===== src/rtl/stwa_pkg.sv =====
// Shared constants, types and sample conversion for the scope trace block.
package stwa_pkg;

  // Field widths
  localparam int SAMPLE_W     = 16;
  localparam int SUM_W        = 17;
  localparam int MAG_W        = 17;
  localparam int HEIGHT_W     = 10;
  localparam int ENERGY_W     = 27;
  localparam int PEAK_W       = 17;
  localparam int PACC_W       = 20;
  localparam int SQ_SHIFT     = 16;
  localparam int SQ_W         = 2 * MAG_W - SQ_SHIFT;
  localparam int IN_TDATA_W   = 32;
  localparam int OUT_TDATA_W  = 16;
  localparam int CFG_IDX_W    = 2;
  localparam int CFG_DATA_W   = 10;
  localparam int DIV_STEP_W   = 5;

  // Reset values and thresholds
  localparam int HEIGHT_RESET = 128;
  localparam int PAGE_DEFAULT = 28000;
  localparam int MIN_ENERGY   = 100;

  // Default sizing
  localparam int DEF_MAX_COLUMNS = 1024;
  localparam int DEF_AGC_PAGES   = 16;
  localparam int DEF_AGC_FRAMES  = 8;

  // Register indexes
  typedef enum logic [CFG_IDX_W-1:0] {
    CFG_HEIGHT    = 2'd0,
    CFG_STEREO    = 2'd1,
    CFG_EIGHT_BIT = 2'd2
  } cfg_idx_t;

  // Divider request: start pulse and number of quotient bits
  typedef struct packed {
    logic                  start;
    logic [DIV_STEP_W-1:0] steps;
  } div_req_t;

  // Status of a serial unit
  typedef struct packed {
    logic busy;
    logic done;
  } unit_sts_t;

  // Raw sample to signed 16-bit; eight-bit mode maps (byte - 128) * 256
  function automatic logic signed [SAMPLE_W-1:0] convert_sample(
    input logic [SAMPLE_W-1:0] raw,
    input logic                eight_bit
  );
    logic signed [SAMPLE_W-1:0] res;
    if (eight_bit) begin
      res = {~raw[7], raw[6:0], 8'h00};
    end else begin
      res = raw;
    end
    return res;
  endfunction

endpackage


===== src/rtl/scope_trace_with_agc.sv =====
// Scope trace generator with automatic gain control, top level.
// One item per display column: the sample (or stereo sum) is divided by the
// gain scale, offset to mid-height and clamped. A column is taken only while
// the sequencer is idle. The shared one-bit-per-cycle divider first forms the
// scale (amplitude over height/4) and then the quotient of the sample
// magnitude; the squarer for the energy runs alongside. The last column of a
// frame adds a mean-energy check. When a page of frames completes, it also
// adds two more divisions, for the page value and the ring average. The
// result sits in an output register. A result still waiting there holds the
// next column at its output step until the beat is taken.
module scope_trace_with_agc #(
  parameter int MAX_COLUMNS = stwa_pkg::DEF_MAX_COLUMNS,
  parameter int AGC_PAGES   = stwa_pkg::DEF_AGC_PAGES,
  parameter int AGC_FRAMES  = stwa_pkg::DEF_AGC_FRAMES
) (
  input  logic                              clk,
  input  logic                              rst_n,
  // in_tdata: left_sample [15:0], right_sample [31:16]
  input  logic [stwa_pkg::IN_TDATA_W-1:0]   in_tdata,
  input  logic                              in_tlast,
  input  logic                              in_tvalid,
  output logic                              in_tready,
  // out_tdata: trace_value [9:0], zero fill [15:10]
  output logic [stwa_pkg::OUT_TDATA_W-1:0]  out_tdata,
  output logic                              out_tlast,
  output logic                              out_tvalid,
  input  logic                              out_tready,
  input  logic                              cfg_we,
  input  logic [stwa_pkg::CFG_IDX_W-1:0]    cfg_index,
  input  logic [stwa_pkg::CFG_DATA_W-1:0]   cfg_data
);

  localparam int MAG_W    = stwa_pkg::MAG_W;
  localparam int SUM_W    = stwa_pkg::SUM_W;
  localparam int H_W      = stwa_pkg::HEIGHT_W;
  localparam int E_W      = stwa_pkg::ENERGY_W;
  localparam int PACC_W   = stwa_pkg::PACC_W;
  localparam int CNT_W    = $clog2(MAX_COLUMNS + 1);
  localparam int FR_W     = $clog2(AGC_FRAMES + 1);
  localparam int HEAD_W   = $clog2(AGC_PAGES);
  localparam int PAGE_MAX = ((1 << PACC_W) - 1) / AGC_FRAMES;
  localparam int PAGE_W   = $clog2(PAGE_MAX + 1);
  localparam int AVG_W    = PAGE_W;
  localparam int TOT_W    = PAGE_W + $clog2(AGC_PAGES);
  localparam int DIV_W    = (TOT_W > PACC_W) ? TOT_W : PACC_W;
  localparam int POS_W    = MAG_W + 2;
  localparam int SW       = stwa_pkg::DIV_STEP_W;

  typedef enum logic [2:0] {
    S_IDLE, S_SCALE, S_QUOT, S_OUT, S_MEAN, S_PAGE, S_AVG
  } state_t;

  // Registers
  state_t                  state_r, state_nxt;
  logic [H_W-1:0]          height_r, height_nxt;
  logic                    stereo_r, stereo_nxt;
  logic                    eight_r, eight_nxt;
  logic                    neg_r, neg_nxt;
  logic [MAG_W-1:0]        mag_r, mag_nxt;
  logic                    last_r, last_nxt;
  logic [MAG_W-1:0]        quot_r, quot_nxt;
  logic [E_W-1:0]          energy_r, energy_nxt;
  logic [stwa_pkg::PEAK_W-1:0] peak_r, peak_nxt;
  logic [CNT_W-1:0]        count_r, count_nxt;
  logic [PACC_W-1:0]       pacc_r, pacc_nxt;
  logic [FR_W-1:0]         frames_r, frames_nxt;
  logic [TOT_W-1:0]        total_r, total_nxt;
  logic [HEAD_W-1:0]       head_r, head_nxt;
  logic [AVG_W-1:0]        avg_r, avg_nxt;
  logic                    out_valid_r, out_valid_nxt;
  logic [H_W-1:0]          out_trace_r, out_trace_nxt;
  logic                    out_last_r, out_last_nxt;

  // Unit connections
  stwa_pkg::div_req_t      div_req;
  logic [DIV_W-1:0]        div_dividend;
  logic [PAGE_W-1:0]       div_divisor;
  logic [DIV_W-1:0]        div_quot;
  stwa_pkg::unit_sts_t     div_sts;
  logic                    sqr_start;
  logic [2*MAG_W-1:0]      sqr_prod;
  stwa_pkg::unit_sts_t     sqr_sts;
  logic                    ring_we;
  logic [PAGE_W-1:0]       ring_wdata;
  logic [PAGE_W-1:0]       ring_rdata;

  // Combinational helpers
  logic signed [stwa_pkg::SAMPLE_W-1:0] left_c, right_c;
  logic signed [SUM_W-1:0] sum_c;
  logic [MAG_W-1:0]        mag_c;
  logic                    in_fire;
  logic [H_W-3:0]          target;
  logic [PAGE_W-1:0]       target_eff;
  logic [AVG_W-1:0]        scale_eff;
  logic signed [POS_W-1:0] qs, half_s, pos_s, upper_s;
  logic [H_W-1:0]          upper, trace_c;
  logic [E_W:0]            e_sum;
  logic [stwa_pkg::SQ_W-1:0] sq_hi;
  logic [E_W-1:0]          thresh;
  logic                    hit;
  logic [PACC_W:0]         pacc_sum;
  logic [PACC_W-1:0]       pacc_sat;
  logic [FR_W-1:0]         frames_inc;
  logic                    page_full;
  logic [PAGE_W-1:0]       page;
  logic [TOT_W:0]          total_calc;
  logic [TOT_W-1:0]        total_new;
  logic                    out_free;

  // Sample conversion and magnitude
  always_comb begin
    left_c  = stwa_pkg::convert_sample(in_tdata[15:0], eight_r);
    right_c = stwa_pkg::convert_sample(in_tdata[31:16], eight_r);
    sum_c   = {left_c[15], left_c} + (stereo_r ? {right_c[15], right_c} : SUM_W'(0));
    mag_c   = sum_c[SUM_W-1] ? MAG_W'(-sum_c) : MAG_W'(sum_c);
  end

  assign in_tready = (state_r == S_IDLE);
  assign in_fire   = in_tvalid && in_tready;
  assign out_free  = !out_valid_r || out_tready;

  // Scale divisor and trace position
  always_comb begin
    target     = height_r[H_W-1:2];
    target_eff = (target == '0) ? PAGE_W'(1) : PAGE_W'(target);
    scale_eff  = (div_quot[AVG_W-1:0] == '0) ? AVG_W'(1) : div_quot[AVG_W-1:0];
    qs         = neg_r ? -$signed(POS_W'(quot_r)) : $signed(POS_W'(quot_r));
    half_s     = $signed(POS_W'(height_r[H_W-1:1]));
    pos_s      = qs + half_s;
    upper      = (height_r == '0) ? '0 : height_r - 1'b1;
    upper_s    = $signed(POS_W'(upper));
    if (pos_s < 0) begin
      trace_c = '0;
    end else if (pos_s > upper_s) begin
      trace_c = upper;
    end else begin
      trace_c = pos_s[H_W-1:0];
    end
  end

  // Frame statistics and page arithmetic
  always_comb begin
    sq_hi      = sqr_prod[2*MAG_W-1:stwa_pkg::SQ_SHIFT];
    e_sum      = (E_W+1)'(energy_r) + (E_W+1)'(sq_hi);
    thresh     = E_W'(count_r) * E_W'(stwa_pkg::MIN_ENERGY + 1);
    hit        = (energy_r >= thresh);
    pacc_sum   = (PACC_W+1)'(pacc_r) + (PACC_W+1)'(peak_r);
    pacc_sat   = pacc_sum[PACC_W] ? '1 : pacc_sum[PACC_W-1:0];
    frames_inc = frames_r + 1'b1;
    page_full  = (frames_inc >= FR_W'(AGC_FRAMES));
    page       = div_quot[PAGE_W-1:0];
    total_calc = (TOT_W+1)'(total_r) - (TOT_W+1)'(ring_rdata) + (TOT_W+1)'(page);
    total_new  = total_calc[TOT_W-1:0];
  end

  // Sequencer and next-state logic
  always_comb begin
    state_nxt     = state_r;
    height_nxt    = height_r;
    stereo_nxt    = stereo_r;
    eight_nxt     = eight_r;
    neg_nxt       = neg_r;
    mag_nxt       = mag_r;
    last_nxt      = last_r;
    quot_nxt      = quot_r;
    energy_nxt    = energy_r;
    peak_nxt      = peak_r;
    count_nxt     = count_r;
    pacc_nxt      = pacc_r;
    frames_nxt    = frames_r;
    total_nxt     = total_r;
    head_nxt      = head_r;
    avg_nxt       = avg_r;
    out_valid_nxt = out_valid_r && !out_tready;
    out_trace_nxt = out_trace_r;
    out_last_nxt  = out_last_r;
    div_req       = '{start: 1'b0, steps: '0};
    div_dividend  = '0;
    div_divisor   = '0;
    sqr_start     = 1'b0;
    ring_we       = 1'b0;
    ring_wdata    = page;

    // Configuration writes
    if (cfg_we) begin
      unique case (cfg_index)
        stwa_pkg::CFG_HEIGHT:    height_nxt = cfg_data;
        stwa_pkg::CFG_STEREO:    stereo_nxt = cfg_data[0];
        stwa_pkg::CFG_EIGHT_BIT: eight_nxt  = cfg_data[0];
        default: ;
      endcase
    end

    unique case (state_r)
      S_IDLE: begin
        if (in_fire) begin
          neg_nxt      = sum_c[SUM_W-1];
          mag_nxt      = mag_c;
          last_nxt     = in_tlast;
          sqr_start    = 1'b1;
          div_req      = '{start: 1'b1, steps: SW'(AVG_W)};
          div_dividend = DIV_W'(avg_r) << (DIV_W - AVG_W);
          div_divisor  = target_eff;
          state_nxt    = S_SCALE;
        end
      end
      S_SCALE: begin
        if (div_sts.done) begin
          div_req      = '{start: 1'b1, steps: SW'(MAG_W)};
          div_dividend = DIV_W'(mag_r) << (DIV_W - MAG_W);
          div_divisor  = scale_eff;
          state_nxt    = S_QUOT;
        end
      end
      S_QUOT: begin
        if (div_sts.done) begin
          quot_nxt  = div_quot[MAG_W-1:0];
          state_nxt = S_OUT;
        end
      end
      S_OUT: begin
        if (out_free) begin
          out_valid_nxt = 1'b1;
          out_trace_nxt = trace_c;
          out_last_nxt  = last_r;
          energy_nxt    = e_sum[E_W] ? '1 : e_sum[E_W-1:0];
          peak_nxt      = (mag_r > peak_r) ? mag_r : peak_r;
          if (count_r < CNT_W'(MAX_COLUMNS)) begin
            count_nxt = count_r + 1'b1;
          end
          state_nxt = last_r ? S_MEAN : S_IDLE;
        end
      end
      S_MEAN: begin
        energy_nxt = '0;
        peak_nxt   = '0;
        count_nxt  = '0;
        state_nxt  = S_IDLE;
        if (hit) begin
          pacc_nxt   = pacc_sat;
          frames_nxt = frames_inc;
          if (page_full) begin
            div_req      = '{start: 1'b1, steps: SW'(PACC_W)};
            div_dividend = DIV_W'(pacc_sat) << (DIV_W - PACC_W);
            div_divisor  = PAGE_W'(AGC_FRAMES);
            state_nxt    = S_PAGE;
          end
        end
      end
      S_PAGE: begin
        if (div_sts.done) begin
          ring_we      = 1'b1;
          total_nxt    = total_new;
          head_nxt     = (head_r == HEAD_W'(AGC_PAGES - 1)) ? '0 : head_r + 1'b1;
          pacc_nxt     = '0;
          frames_nxt   = '0;
          div_req      = '{start: 1'b1, steps: SW'(TOT_W)};
          div_dividend = DIV_W'(total_new) << (DIV_W - TOT_W);
          div_divisor  = PAGE_W'(AGC_PAGES);
          state_nxt    = S_AVG;
        end
      end
      S_AVG: begin
        if (div_sts.done) begin
          avg_nxt   = div_quot[AVG_W-1:0];
          state_nxt = S_IDLE;
        end
      end
      default: state_nxt = S_IDLE;
    endcase
  end

  // State, configuration, AGC state and output register
  always_ff @(posedge clk) begin
    if (!rst_n) begin
      state_r     <= S_IDLE;
      height_r    <= H_W'(stwa_pkg::HEIGHT_RESET);
      stereo_r    <= 1'b1;
      eight_r     <= 1'b0;
      energy_r    <= '0;
      peak_r      <= '0;
      count_r     <= '0;
      pacc_r      <= '0;
      frames_r    <= '0;
      total_r     <= TOT_W'(stwa_pkg::PAGE_DEFAULT * AGC_PAGES);
      head_r      <= '0;
      avg_r       <= AVG_W'(stwa_pkg::PAGE_DEFAULT);
      out_valid_r <= 1'b0;
    end else begin
      state_r     <= state_nxt;
      height_r    <= height_nxt;
      stereo_r    <= stereo_nxt;
      eight_r     <= eight_nxt;
      energy_r    <= energy_nxt;
      peak_r      <= peak_nxt;
      count_r     <= count_nxt;
      pacc_r      <= pacc_nxt;
      frames_r    <= frames_nxt;
      total_r     <= total_nxt;
      head_r      <= head_nxt;
      avg_r       <= avg_nxt;
      out_valid_r <= out_valid_nxt;
    end
    neg_r       <= neg_nxt;
    mag_r       <= mag_nxt;
    last_r      <= last_nxt;
    quot_r      <= quot_nxt;
    out_trace_r <= out_trace_nxt;
    out_last_r  <= out_last_nxt;
  end

  // Shared divider
  stwa_div #(
    .DW (DIV_W),
    .VW (PAGE_W)
  ) u_div (
    .clk      (clk),
    .rst_n    (rst_n),
    .req      (div_req),
    .dividend (div_dividend),
    .divisor  (div_divisor),
    .quotient (div_quot),
    .sts      (div_sts)
  );

  // Energy squarer
  stwa_sqr u_sqr (
    .clk     (clk),
    .rst_n   (rst_n),
    .start   (sqr_start),
    .mag     (mag_c),
    .product (sqr_prod),
    .sts     (sqr_sts)
  );

  // Page ring
  stwa_ring #(
    .PAGES  (AGC_PAGES),
    .PAGE_W (PAGE_W)
  ) u_ring (
    .clk   (clk),
    .rst_n (rst_n),
    .addr  (head_r),
    .we    (ring_we),
    .wdata (ring_wdata),
    .rdata (ring_rdata)
  );

  assign out_tdata  = stwa_pkg::OUT_TDATA_W'(out_trace_r);
  assign out_tlast  = out_last_r;
  assign out_tvalid = out_valid_r;

  // Squarer result is ready before the quotient lands
  a_sqr_before_quot: assert property (@(posedge clk) disable iff (!rst_n)
    (state_r == S_QUOT && div_sts.done) |-> !sqr_sts.busy)
    else $error("squarer still busy when quotient completes");

  // Squarer finishes only during the two sample divisions
  a_sqr_done_window: assert property (@(posedge clk) disable iff (!rst_n)
    sqr_sts.done |-> (state_r == S_SCALE || state_r == S_QUOT))
    else $error("squarer finished outside the sample divisions");

  // A new column is taken only with the divider free
  a_accept_div_idle: assert property (@(posedge clk) disable iff (!rst_n)
    in_fire |-> !div_sts.busy)
    else $error("column accepted while divider busy");

  // Column count stays saturated within range
  a_count_range: assert property (@(posedge clk) disable iff (!rst_n)
    count_r <= CNT_W'(MAX_COLUMNS))
    else $error("column count beyond limit");

  // Frame and page counters stay in range; a full page waits for its division
  a_frames_range: assert property (@(posedge clk) disable iff (!rst_n)
    (frames_r <= FR_W'(AGC_FRAMES)) && (head_r <= HEAD_W'(AGC_PAGES - 1)))
    else $error("frame or ring counter out of range");

endmodule


===== src/rtl/stwa_div.sv =====
// Restoring divider, one quotient bit per cycle, dividend given top-aligned.
module stwa_div #(
  parameter int DW = 21,
  parameter int VW = 17
) (
  input  logic                 clk,
  input  logic                 rst_n,
  input  stwa_pkg::div_req_t   req,
  input  logic [DW-1:0]        dividend,
  input  logic [VW-1:0]        divisor,
  output logic [DW-1:0]        quotient,
  output stwa_pkg::unit_sts_t  sts
);

  logic [DW-1:0]                   num_r;
  logic [VW-1:0]                   rem_r;
  logic [VW-1:0]                   den_r;
  logic [stwa_pkg::DIV_STEP_W-1:0] cnt_r;
  logic                            busy_r;
  logic                            done_r;
  logic [VW:0]                     trial;
  logic [VW:0]                     diff;
  logic                            ge;

  // Trial subtraction for the next quotient bit
  always_comb begin
    trial = {rem_r, num_r[DW-1]};
    diff  = trial - {1'b0, den_r};
    ge    = (trial >= {1'b0, den_r});
  end

  // Control
  always_ff @(posedge clk) begin
    if (!rst_n) begin
      busy_r <= 1'b0;
      done_r <= 1'b0;
      cnt_r  <= '0;
    end else begin
      done_r <= 1'b0;
      if (req.start) begin
        busy_r <= 1'b1;
        cnt_r  <= req.steps;
      end else if (busy_r) begin
        cnt_r <= cnt_r - 1'b1;
        if (cnt_r == stwa_pkg::DIV_STEP_W'(1)) begin
          busy_r <= 1'b0;
          done_r <= 1'b1;
        end
      end
    end
  end

  // Datapath
  always_ff @(posedge clk) begin
    if (req.start) begin
      num_r <= dividend;
      rem_r <= '0;
      den_r <= divisor;
    end else if (busy_r) begin
      rem_r <= ge ? diff[VW-1:0] : trial[VW-1:0];
      num_r <= {num_r[DW-2:0], ge};
    end
  end

  assign quotient = num_r;
  assign sts      = '{busy: busy_r, done: done_r};

endmodule


===== src/rtl/stwa_sqr.sv =====
// Shift-and-add squarer, one multiplier bit per cycle.
module stwa_sqr (
  input  logic                           clk,
  input  logic                           rst_n,
  input  logic                           start,
  input  logic [stwa_pkg::MAG_W-1:0]     mag,
  output logic [2*stwa_pkg::MAG_W-1:0]   product,
  output stwa_pkg::unit_sts_t            sts
);

  localparam int W   = stwa_pkg::MAG_W;
  localparam int CW  = $clog2(W + 1);

  logic [2*W-1:0] prod_r;
  logic [W-1:0]   mcand_r;
  logic [CW-1:0]  cnt_r;
  logic           busy_r;
  logic           done_r;
  logic [W:0]     part;

  // Add multiplicand into the upper half when the low bit is set
  always_comb begin
    part = {1'b0, prod_r[2*W-1:W]} + (prod_r[0] ? {1'b0, mcand_r} : '0);
  end

  // Control
  always_ff @(posedge clk) begin
    if (!rst_n) begin
      busy_r <= 1'b0;
      done_r <= 1'b0;
      cnt_r  <= '0;
    end else begin
      done_r <= 1'b0;
      if (start) begin
        busy_r <= 1'b1;
        cnt_r  <= CW'(W);
      end else if (busy_r) begin
        cnt_r <= cnt_r - 1'b1;
        if (cnt_r == CW'(1)) begin
          busy_r <= 1'b0;
          done_r <= 1'b1;
        end
      end
    end
  end

  // Datapath
  always_ff @(posedge clk) begin
    if (start) begin
      prod_r  <= {{W{1'b0}}, mag};
      mcand_r <= mag;
    end else if (busy_r) begin
      prod_r <= {part, prod_r[W-1:1]};
    end
  end

  assign product = prod_r;
  assign sts     = '{busy: busy_r, done: done_r};

endmodule


===== src/rtl/stwa_ring.sv =====
// Page ring store with per-entry valid bits; empty entries read as the default page.
module stwa_ring #(
  parameter int PAGES  = 16,
  parameter int PAGE_W = 17
) (
  input  logic                      clk,
  input  logic                      rst_n,
  input  logic [$clog2(PAGES)-1:0]  addr,
  input  logic                      we,
  input  logic [PAGE_W-1:0]         wdata,
  output logic [PAGE_W-1:0]         rdata
);

  logic [PAGE_W-1:0] mem [PAGES];
  logic [PAGES-1:0]  valid_r;
  logic [PAGE_W-1:0] rdata_r;

  // Valid bits
  always_ff @(posedge clk) begin
    if (!rst_n) begin
      valid_r <= '0;
    end else if (we) begin
      valid_r[addr] <= 1'b1;
    end
  end

  // Storage, registered read
  always_ff @(posedge clk) begin
    if (we) begin
      mem[addr] <= wdata;
    end
    rdata_r <= valid_r[addr] ? mem[addr] : PAGE_W'(stwa_pkg::PAGE_DEFAULT);
  end

  assign rdata = rdata_r;

endmodule

===== config.mk =====
export PLATFORM = sky130hd
export DESIGN_NAME = scope_trace_with_agc
export DESIGN_NICKNAME = d
export VERILOG_FILES = /design/src/rtl/stwa_pkg.sv /design/src/rtl/scope_trace_with_agc.sv /design/src/rtl/stwa_div.sv /design/src/rtl/stwa_sqr.sv /design/src/rtl/stwa_ring.sv
export SDC_FILE = /design/constraint.sdc
export NUM_CORES = 1
export LEC_CHECK = 0
export BUFFER_PORTS_ARGS = -buffer_cell sky130_fd_sc_hd__buf_2
export CORE_UTILIZATION = 40
export CTS_CLUSTER_DIAMETER = 200
export DETAILED_ROUTE_END_ITERATION = 10
export HOLD_SLACK_MARGIN = 0.06
export PLACE_DENSITY = 0.53
export SLEW_MARGIN = 25
export SYNTH_ARGS = -nofsm -noshare
export SYNTH_HDL_FRONTEND = slang
export SYNTH_HIERARCHICAL = 1
export SYNTH_SLANG_ARGS = --single-unit

===== constraint.sdc =====
create_clock -name clk -period 15.8 [get_ports clk]
set_input_delay 1.58 -clock clk [delete_from_list [all_inputs] [get_ports clk]]
set_output_delay 1.58 -clock clk [all_outputs]
set_load 0.005 [all_outputs]

# Yosys cells after proc, flatten, opt, wreduce, memory -nomap -nowiden

Memory sizes are Yosys's and may differ from the RTL's. A register that Yosys moved wholly into a read port is not among the register bits.
Cells that the tools add are included.
Widths: inputs -> output; s select.

Reduce and logical (&&, ||, !) cells: 31
Add/subtract/negate cells: 16
Mux-type cells: 83
Bitwise gates (word level): 5
$mul: 1
Equal/unequal tests: 20
Order comparisons: 9

Operators by type and width:

| kind             | count |
|---|---|
| $mux 17          | 10 |
| $mux 21          | 7 |
| $pmux 21 s4      | 1 |
| $pmux 17 s4      | 1 |
| $mux 20          | 3 |
| $mux 27          | 2 |
| $pmux 27 s2      | 1 |
| $pmux 20 s2      | 1 |
| $pmux 17 s2      | 1 |
| $mux 16          | 2 |
| $mux 6           | 5 |
| $add 27x18->28   | 1 |
| $ge 27x18->1     | 1 |
| $mux 3           | 9 |
| $mux 5           | 5 |
| $pmux 6 s4       | 1 |
| $mux 11          | 2 |
| $pmux 11 s2      | 1 |
| $add 20x17->21   | 1 |
| $add 21x17->21   | 1 |
| $pmux 3 s7       | 1 |
| $sub 21x17->21   | 1 |
| $mux 10          | 2 |
| $mux 4           | 5 |
| 50 further kinds | 100 |

Output and inout port bits: 19
Memories: 1
Word-level logic and storage cells: 198
RAM bits: 272
Input bits: 50
Register bits: 319

Memories:

| memory     | words | width | rd ports | clocked after memory_dff | write ports | line            | text |
|---|---|---|---|---|---|---|---|
| u_ring.mem | 16    | 17    | 1        | 1                        | 1           | stwa_ring.sv:14 | `logic [PAGE_W-1:0] mem [PAGES];` |

# Longest topological paths before layout

Gate-level depths: netlist (run 1).

Depth in word-level cells: 7
Gate-level depth with buffers: 30
Mapped depth without buffers: 26

# Hierarchy

The synthesis (run 1) kept the hierarchy.

By module, submodules not included:

| module               | cells each | sequential area each (µm²) | area each (µm²) | instances |
|---|---|---|---|---|
| scope_trace_with_agc | 1,932      | 4,154.0                    | 15,974.1        | 1 |
| stwa_ring            | 503        | 8,828.5                    | 11,257.0        | 1 |
| stwa_div             | 296        | 1,621.6                    | 3,291.9         | 1 |
| stwa_sqr             | 283        | 1,501.4                    | 3,066.7         | 1 |

# Least setup slack after synthesis (run 1)

Ideal clock, no wire load.

Path kind: register to register
Start: register count_r[2]
End: register u_div.num_r[0] (netlist: u_div/quotient[0]) (enable)
Data arrival time: 6.844 ns
Buffers on the path: 4
Setup time: 0.345 ns
Slack: 8.612 ns
Clock period less this slack: 7.188 ns
Data required time: 15.455 ns
Cell stages (with the launch flop): 26
Path through: dfxtp_1 -> ha_1 -> fa_1 -> ha_1 -> fa_1 -> ha_1 -> a21boi_0 -> o21ai_0 -> a21oi_1 -> o2111ai_1 -> a31oi_1 -> or4_1 -> nand3_1 -> ha_1 -> or4_1 -> nor4_1 -> o21ai_0 -> a211oi_1 -> or3_1 -> clkbuf_1 -> clkbuf_1 -> nand3_1 -> clkbuf_1 -> nor2_1 -> clkbuf_1 -> inv_1

Word-level cells in the longest chain between the ends: 5

RTL lines:

| what                        | line                        | text |
|---|---|---|
| start: declaration          | scope_trace_with_agc.sv:64  | `logic [CNT_W-1:0] count_r, count_nxt;` |
| start signal: assignment    | scope_trace_with_agc.sv:296 | `count_r <= count_nxt;` |
| $mul 11x7->18               | scope_trace_with_agc.sv:145 | `thresh = E_W'(count_r) * E_W'(stwa_pkg::MIN_ENERGY + 1);` |
| $ge 27x18->1                | scope_trace_with_agc.sv:146 | `hit = (energy_r >= thresh);` |
| $mux 6                      | scope_trace_with_agc.sv:239 | `if (hit) begin` |
| $pmux 6 s4                  | scope_trace_with_agc.sv:194 | `unique case (state_r)` |
| $reduce_bool 2->1 (no line) | --                          |  |
| end signal: assignment      | stwa_div.sv:56              | `num_r <= dividend;` |
| end signal: assignment      | stwa_div.sv:61              | `num_r <= {num_r[DW-2:0], ge};` |
| end: declaration            | stwa_div.sv:15              | `logic [DW-1:0] num_r;` |

Every way passes these cells.
A chain may end at the register's enable or synchronous reset.

# Worst setup path after layout (run 1)

Start: register count_r[2]
End: register u_div.rem_r[11]

Word-level cells in the longest chain between the ends: 4

RTL lines:

| what                   | line                        | text |
|---|---|---|
| $mul 11x7->18          | scope_trace_with_agc.sv:145 |  |
| $ge 27x18->1           | scope_trace_with_agc.sv:146 |  |
| $mux 6                 | scope_trace_with_agc.sv:239 |  |
| $pmux 6 s4             | scope_trace_with_agc.sv:194 |  |
| end signal: assignment | stwa_div.sv:60              | `rem_r <= ge ? diff[VW-1:0] : trial[VW-1:0];` |
| end: declaration       | stwa_div.sv:16              | `logic [VW-1:0] rem_r;` |

Every way passes these cells.

==> qor.log, run 1 <==
qor: status.outcome finished, final reports clean
qor: clock_tree.cts_root_buffer sky130_fd_sc_hd__clkbuf_16
qor: layout.drive_above_1_share 12.8%
qor: global_routing.via_count_of_the_first_global_routing_pass 23900
qor: detailed_routing.drc 0
qor: worst_setup_path.startpoint_type flop
qor: worst_setup_path.crit_path_class reg -> reg
qor: min_path.holdPathStages 1
qor: worst_setup_path.critical_path_peak_fanout 55
qor: sta.final.period_utilization 49.1%
qor: worst_setup_path.timing.rr.end u_div/rem_r[11]
qor: global_routing.wire_length_of_the_first_global_routing_pass 140000 um
qor: clock_tree.holdBufCountCts 0
qor: worst_setup_path.critical_path_required 16.34 ns
qor: detailed_routing.dr.pass1.iters 5
qor: sta.finalHoldViolCount 0
qor: min_path.min_from u_ring/valid_r[8]
qor: worst_setup_path.endpoint_arrival_time_on_the_critical_path 8.30 ns
qor: sta.maxSlewViolCount 0
qor: run.maxCapViolCount 0
qor: layout.insertedDiodeCount 0
qor: min_path.worstHoldPathType reg -> reg
qor: layout.final_design_area_no_fill 0.0374 mm^2
qor: synthesis.synthesis.yosys.warnings 6
qor: detailed_routing.ant_nets 0
qor: layout.final_nets 3354
qor: sta.fmax 129 MHz
qor: clock_tree.cts_num_sinks 608
qor: placement.placedCellCount 4047
qor: worst_setup_path.endpoint_kind flop
qor: die.chipWidth 292 um
qor: sta.setup_violations 0
qor: layout.syn_to_final_growth 11.4%
qor: clock_tree.cts_tree yes
qor: die.pin_count 69
qor: placement.place_congestion 0.885
qor: placement.place.port_buffers 62
qor: clock_tree.numCtsBuffers 71
qor: synthesis.synth_area_per_cell 11.1 um^2
qor: worst_setup_path.crit_top_cell sky130_fd_sc_hd__ha_1
qor: global_routing.grt_usage 21.2%
qor: synthesis.cell_area_after_technology_mapping 0.0335 mm^2
qor: sta.totalNegativeSetupSlack 0 ns
qor: sta.clock_skew 0.0403 ns
qor: worst_setup_path.reg2reg_from count_r[2]
qor: global_routing.grt_overflow 0
qor: clock_tree.postCtsSetupBuffers 0
qor: die.std_cell_rows 105
qor: sta.timing.slew.headroom 30.3%
qor: worst_setup_path.worst-r2r-cell-count 23
qor: clock_tree.worst_skew_pair.late_latency 0.64 ns
qor: placement.hpwl 63500 um
qor: worst_setup_path.cp_slowest_stage_delay 0.70 ns
qor: detailed_routing.violation_count_after_the_first_detailed_routing_iteration 1729
qor: sta.layout_min_cycle_time 7.76 ns
qor: clock_tree.ctsHtreeMaxLevel 3
qor: detailed_routing.routed_wire_length_per_instance 21.7 um
qor: die.start_util 40.7%
qor: die.core_area 0.0825 mm^2
qor: global_routing.largest_net_degree_at_the_start_of_global_routing 60
qor: detailed_routing.detail_route.wirelength 90700 um
qor: sta.worstMarginPinSlew 1.05 ns
qor: synthesis.synthCells 3009
qor: worst_setup_path.timing.critical_path.cells ha_1 -> fa_1 -> ha_1 -> fa_1 -> ha_1 -> a21boi_0 -> o21ai_0 -> a21oi_1 -> o2111ai_1 -> a31oi_1 -> or4_1 -> nand3_1 -> ha_1 -> or4_1 -> nor4_1 -> o21ai_0 -> a211oi_1 -> or3_1 -> nand3_2 -> buf_4 -> nor2b_1 -> nand2b_1 -> o21ai_0
qor: layout.finish.cell_count_without_fillers 4176
qor: die.dieHeight 292 um
qor: clock_tree.cts-root-to-sink-buffers 3
qor: power_and_ir_drop.pwr_density_cell 111 mW/mm^2
qor: power_and_ir_drop.vdd.ir_drop.worst 0.0000680 V
qor: detailed_routing.routed_via_density 5.74
qor: clock_tree.ctsResizeCount 0
qor: die.die-area 0.0850 mm^2
qor: sta.setup_repair_after_global_routing_missed_its_margin no
qor: placement.post_dp_cell_area 0.0350 mm^2
qor: global_routing.grt_antenna_before_repair 1
qor: worst_setup_path.regToRegSetupSlack 8.04 ns
qor: clock_tree.clkSlewWorstSetupHoldPaths 0.06 ns
qor: worst_setup_path.crit_path_top_delay_cell sky130_fd_sc_hd__or3_1
qor: detailed_routing.vias 24000
qor: power_and_ir_drop.power_leakage 14.0 nW
qor: min_path.whs_endpoint u_ring/valid_r[8]
## metal layers
| metal | global-route usage (%) | vias up | part of all wire [%] |
|---|---|---|---|
| li1 | - | 11300 | - |
| met1 | 30.0 | 11900 | 47 |
| met2 | 34.0 | 630 | 45 |
| met3 | 2.41 | 130 | 4.7 |
| met4 | 6.96 | 0 | 2.7 |
| met5 | 0 | - | 0 |
## metrics by stage
step | power (mW) | hold slack (ns) | setup slack (ns) | utilization [%]
floorplan | 2.34 | 0.426 | 8.61 | -
global placement | 2.52 | 0.440 | 8.04 | 42.4
detailed placement | 2.54 | 0.450 | 7.72 | 42.4
CTS | 4.20 | 0.458 | 7.69 | 45.3
global route | 4.34 | 0.472 | 7.36 | 45.3
finish | 4.16 | 0.459 | 8.04 | 45.3
## how the worst max path moves through the flow
stage | startpoint | to | slack, ns | cells after the start
finish | count_r[2] | u_div/rem_r[11] | 8.04 | 23
global route | count_r[2] | u_div/rem_r[11] | 7.36 | 23
CTS | count_r[2] | u_div/quotient[10] | 7.69 | 21
detailed placement | count_r[2] | u_div/quotient[10] | 7.72 | 21
global placement | count_r[2] | u_div/quotient[13] | 8.04 | 21
floorplan | count_r[2] | u_div/quotient[0] | 8.61 | 25
## power by group
part	internal [mW]	leakage [nW]	switching (mW)
clock	0.958	1.12	0.694
sequential	1.81	5.37	0.0908
combinational	0.240	7.53	0.373
total	3.00	14.0	1.16
## state kept, by name (all words and copies together) (netlist names), 17 cells and up
name / cells
avg_r: 17
energy_r: 27
u_div/quotient: 21
total_r: 21
quot_r: 17
peak_r: 17
u_ring/mem: 272
u_ring/rdata: 17
u_sqr/mcand_r: 17
pacc_r: 20
u_div/rem_r: 17
u_sqr/product: 34
u_div/den_r: 17
mag_r: 17
## worst max-delay path, delay by kind of cell (launching register included)
kind	cells	cell delay [ns]
flip-flops	1	0.43
buffers and inverters	1	0.38
AO/OA/AOI/OAI	8	2.00
AND/OR/NAND/NOR	8	2.77
adder cells (fa/ha/maj)	6	2.09
## cells in the final DEF, fill, tap and decap left out, types with 11 or more instances in the layout
master / n
sky130_fd_sc_hd__nand2b_1: 33
sky130_fd_sc_hd__nor2_2: 15
sky130_fd_sc_hd__mux2_2: 48
sky130_fd_sc_hd__buf_2: 62
sky130_fd_sc_hd__edfxtp_1: 391
sky130_fd_sc_hd__a32oi_1: 11
sky130_fd_sc_hd__nor2_1: 179
sky130_fd_sc_hd__o21ai_1: 13
sky130_fd_sc_hd__a21oi_1: 215
sky130_fd_sc_hd__nand4_1: 23
sky130_fd_sc_hd__a211oi_1: 27
sky130_fd_sc_hd__nand3b_1: 14
sky130_fd_sc_hd__mux4_2: 72
sky130_fd_sc_hd__inv_1: 205
sky130_fd_sc_hd__and2_1: 31
sky130_fd_sc_hd__nor3_1: 53
sky130_fd_sc_hd__a31oi_1: 20
sky130_fd_sc_hd__nand3_1: 69
sky130_fd_sc_hd__a22oi_1: 52
sky130_fd_sc_hd__dfxtp_1: 214
sky130_fd_sc_hd__nor2b_1: 41
sky130_fd_sc_hd__or3_1: 17
sky130_fd_sc_hd__o21a_1: 47
sky130_fd_sc_hd__o21ai_0: 101
sky130_fd_sc_hd__fa_1: 34
sky130_fd_sc_hd__xor2_1: 57
sky130_fd_sc_hd__o211ai_1: 49
sky130_fd_sc_hd__o31ai_1: 11
sky130_fd_sc_hd__ha_1: 220
sky130_fd_sc_hd__buf_4: 41
sky130_fd_sc_hd__and3_1: 20
sky130_fd_sc_hd__nand2_1: 182
sky130_fd_sc_hd__a311oi_1: 15
sky130_fd_sc_hd__clkbuf_16: 71
sky130_fd_sc_hd__clkbuf_1: 17
sky130_fd_sc_hd__a21o_1: 52
sky130_fd_sc_hd__mux2i_1: 37
sky130_fd_sc_hd__xnor2_1: 89
sky130_fd_sc_hd__nor4_1: 23
## cell type report
| type | count | area, um^2 |
|---|---|---|
| fill | 7588 | 45200 |
| timing repair buffer | 104 | 629 |
| inverter | 209 | 787 |
| multi-input combinational | 2056 | 16100 |
| clock inverter | 34 | 437 |
| tap | 1070 | 1340 |
| sequential | 608 | 16100 |
| clock buffer | 95 | 1940 |
Power figures use the tool's default switching activity.
==> inputs of run 2 (changes only) <==
- PLACE_DENSITY: 0.53 -> 0.55
- clock period: 15.8 -> 7.06 ns (I/O delays scaled with it)
==> qor.log, run 2 (synthesis gave the netlist of run 1 again) <==
qor: detailed_routing.violation_count_after_the_first_detailed_routing_iteration 1743 [+0.81%]
qor: layout.drive_above_1_share 13.4% [+0.63 points]
qor: worst_setup_path.critical_path_required 7.34 ns [-9.00 ns]
qor: global_routing.groute.layer.met3.usage 2.86% [+0.46 points]
qor: detailed_routing.dr.pass1.iters 5 [unchanged]
qor: sta.timing.slew.headroom 34.3% [+4.0 points]
qor: status.outcome finished, final reports clean
qor: global_routing.grt.met1_usage 28.8% [-1.2 points]
qor: sta.clock_skew 0.0393 ns [-0.000999 ns]
qor: worst_setup_path.startpoint_type flop
qor: placement.place.port_buffers 62 [unchanged]
qor: die.dieHeight 292 um [unchanged]
qor: sta.totalNegativeSetupSlack 0 ns [unchanged]
qor: clock_tree.clkSlewWorstSetupHoldPaths 0.06 ns [about the same]
qor: clock_tree.cts_tree yes
qor: layout.layout.cells.most_common sky130_fd_sc_hd__edfxtp_1
qor: die.chipWidth 292 um [unchanged]
qor: sta.worstMarginPinSlew 0.986 ns [-0.0597 ns]
qor: global_routing.largest_net_degree_at_the_start_of_global_routing 71 [+18%]
qor: global_routing.globalRouteMet2Util 34.1% [+0.13 points]
qor: worst_setup_path.crit_path_class reg -> reg
qor: global_routing.grt-busiest-layer met2
qor: sta.layout_min_cycle_time 6.65 ns [-1.11 ns]
qor: worst_setup_path.critical_path_peak_fanout 26 [-53%]
qor: clock_tree.numCtsBuffers 70 [-1.4%]
qor: power_and_ir_drop.pwr_density_cell 253 mW/mm^2 [+130%]
qor: global_routing.grt_antenna_before_repair 0 [-1]
qor: detailed_routing.drc 0 [unchanged]
qor: worst_setup_path.endpoint_kind flop
qor: layout.layout_common_cells sky130_fd_sc_hd__edfxtp_1 (391), sky130_fd_sc_hd__ha_1 (220), sky130_fd_sc_hd__a21oi_1 (215), sky130_fd_sc_hd__dfxtp_1 (215), sky130_fd_sc_hd__inv_1 (205)
qor: sta.setup_violations 0 [unchanged]
qor: global_routing.grt_overflow 0 [unchanged]
qor: global_routing.wire_length_of_the_first_global_routing_pass 139000 um [-1.1%]
qor: detailed_routing.ant_nets 0 [unchanged]
qor: worst_setup_path.endpoint_arrival_time_on_the_critical_path 6.93 ns [-1.37 ns]
qor: min_path.worstHoldPathType in -> reg
qor: detailed_routing.routed_wire_length_per_instance 21.3 um [-2.0%]
qor: die.die-area 0.0850 mm^2 [unchanged]
qor: detailed_routing.detail_route.wirelength 89200 um [-1.6%]
qor: die.std_cell_rows 105 [unchanged]
qor: clock_tree.cts_root_buffer sky130_fd_sc_hd__clkbuf_16
qor: clock_tree.cts_num_sinks 608 [unchanged]
qor: sta.maxSlewViolCount 0 [unchanged]
qor: die.core_area 0.0825 mm^2 [unchanged]
qor: sta.fmax 150 MHz [+17%]
qor: sta.setup_repair_after_global_routing_missed_its_margin no
qor: global_routing.grt_usage 20.9% [-0.30 points]
qor: power_and_ir_drop.total_power 9.50 mW [+130%]
qor: sta.hold_slack 0.255 ns [-0.204 ns]
qor: die.pin_count 69 [unchanged]
qor: sta.final.period_utilization 94.1% [+45 points]
qor: detailed_routing.routed_via_density 5.70 [-0.65%]
qor: clock_tree.cts-root-to-sink-buffers 3 [unchanged]
qor: clock_tree.ctsHtreeMaxLevel 3 [unchanged]
qor: layout.syn_to_final_growth 12.0%
qor: layout.final_nets 3371 [+0.51%]
qor: global_routing.via_count_of_the_first_global_routing_pass 23800 [-0.40%]
qor: layout.layout.core_utilization 45.6% [+0.28 points]
qor: sta.finalHoldViolCount 0 [unchanged]
qor: placement.hpwl 63100 um [-0.72%]
qor: detailed_routing.vias 23900 [-0.22%]
qor: placement.place_congestion 0.900 [+1.7%]
qor: die.start_util 40.7% [unchanged]
qor: power_and_ir_drop.power_leakage 14.2 nW [+1.2%]
qor: run.maxCapViolCount 0 [unchanged]
qor: clock_tree.worst_skew_pair.late_latency 0.63 ns [about the same]
qor: power_and_ir_drop.vdd.ir_drop.worst 0.000170 V [+150%]
qor: layout.register_name_with_the_most_flops u_ring/mem
qor: layout.flip_flop_count_of_the_largest_register_after_layout 272 [unchanged]
==> run 2: cell count changes in the layout (fill, tap and decap cells not counted), sizes merged <==
cell | previous run | this run
bufinv | 5 | 10
buf | 104 | 122
diode | 0 | 1
inv | 207 | 211
clkbuf | 95 | 89
clkinvlp | 7 | 2
clkinv | 24 | 25
==> run 2: worst max-delay path: stages, from the launching register on <==
cell,delay (ns)
sky130_fd_sc_hd__dfxtp_1,0.44
sky130_fd_sc_hd__ha_1,0.29
sky130_fd_sc_hd__fa_1,0.47
sky130_fd_sc_hd__ha_1,0.32
sky130_fd_sc_hd__fa_1,0.46
sky130_fd_sc_hd__ha_1,0.35
sky130_fd_sc_hd__a21boi_0,0.13
sky130_fd_sc_hd__o21ai_0,0.21
sky130_fd_sc_hd__a21oi_1,0.14
sky130_fd_sc_hd__o2111ai_1,0.25
sky130_fd_sc_hd__a31oi_1,0.18
sky130_fd_sc_hd__or4_1,0.44
sky130_fd_sc_hd__nand3_1,0.13
sky130_fd_sc_hd__ha_1,0.16
sky130_fd_sc_hd__nand4b_1,0.13
sky130_fd_sc_hd__a2111oi_0,0.51
sky130_fd_sc_hd__a211oi_1,0.16
sky130_fd_sc_hd__buf_4,0.19
sky130_fd_sc_hd__or3_1,0.42
sky130_fd_sc_hd__nand3_2,0.13
sky130_fd_sc_hd__buf_4,0.31
sky130_fd_sc_hd__nor2_1,0.10
sky130_fd_sc_hd__inv_1,0.08
sky130_fd_sc_hd__buf_4,0.29
==> run 2: area by class of cell <==
class	instances	area, um^2
diodes	1	2.50
clock buffers	89	1900
clock inverters	39	563
fillers	7459	44900
inverters	209	787
multi-input cells	2056	16100
flip-flops and latches	608	16100
well taps	1070	1340
repair buffers	122	768
==> run 2: per-layer routing <==
metal	wire length (um)	vias up
met1	40700	11800
li1	-	11300
met2	41600	687
met5	0	-
met3	4690	126
met4	2240	0
==> run 2: where the power goes <==
part | internal [mW] | leakage [nW] | switching, mW | total, mW
clock network | 2.31 | 1.20 | 1.54 | 3.85
logic | 0.548 | 7.62 | 0.906 | 1.45
registers | 4.04 | 5.37 | 0.153 | 4.19
total | 6.90 | 14.2 | 2.60 | 9.50
==> run 2: worst paths after layout <==
check	endpoint	depth (start not counted)	slack, ns	startpoint
max reg2reg	u_div/quotient[5]	23	0.41	count_r[2]
min	last_r	1	0.25	in_tlast
min reg2reg	avg_r[1]	2	0.45	avg_r[1]
max	u_div/quotient[5]	23	0.41	count_r[2]
==> run 2: what timing repair did <==
action / CTS / global route
resized for setup: 0 / 1
endpoints found under the setup margin: 0 / 8
hold buffers: 0 / 0
buffers inserted: 0 / 0
==> run 2: through the flow <==
step	worst slack, ns	area, um^2	cells
after global routing	0.0374	37600	4193
final	0.414	37600	4194
after floorplan	0.0751	33600	3016
after detailed placement	0.395	35100	4065
after CTS	0.366	37600	4193
after global placement	0.730	35100	4064
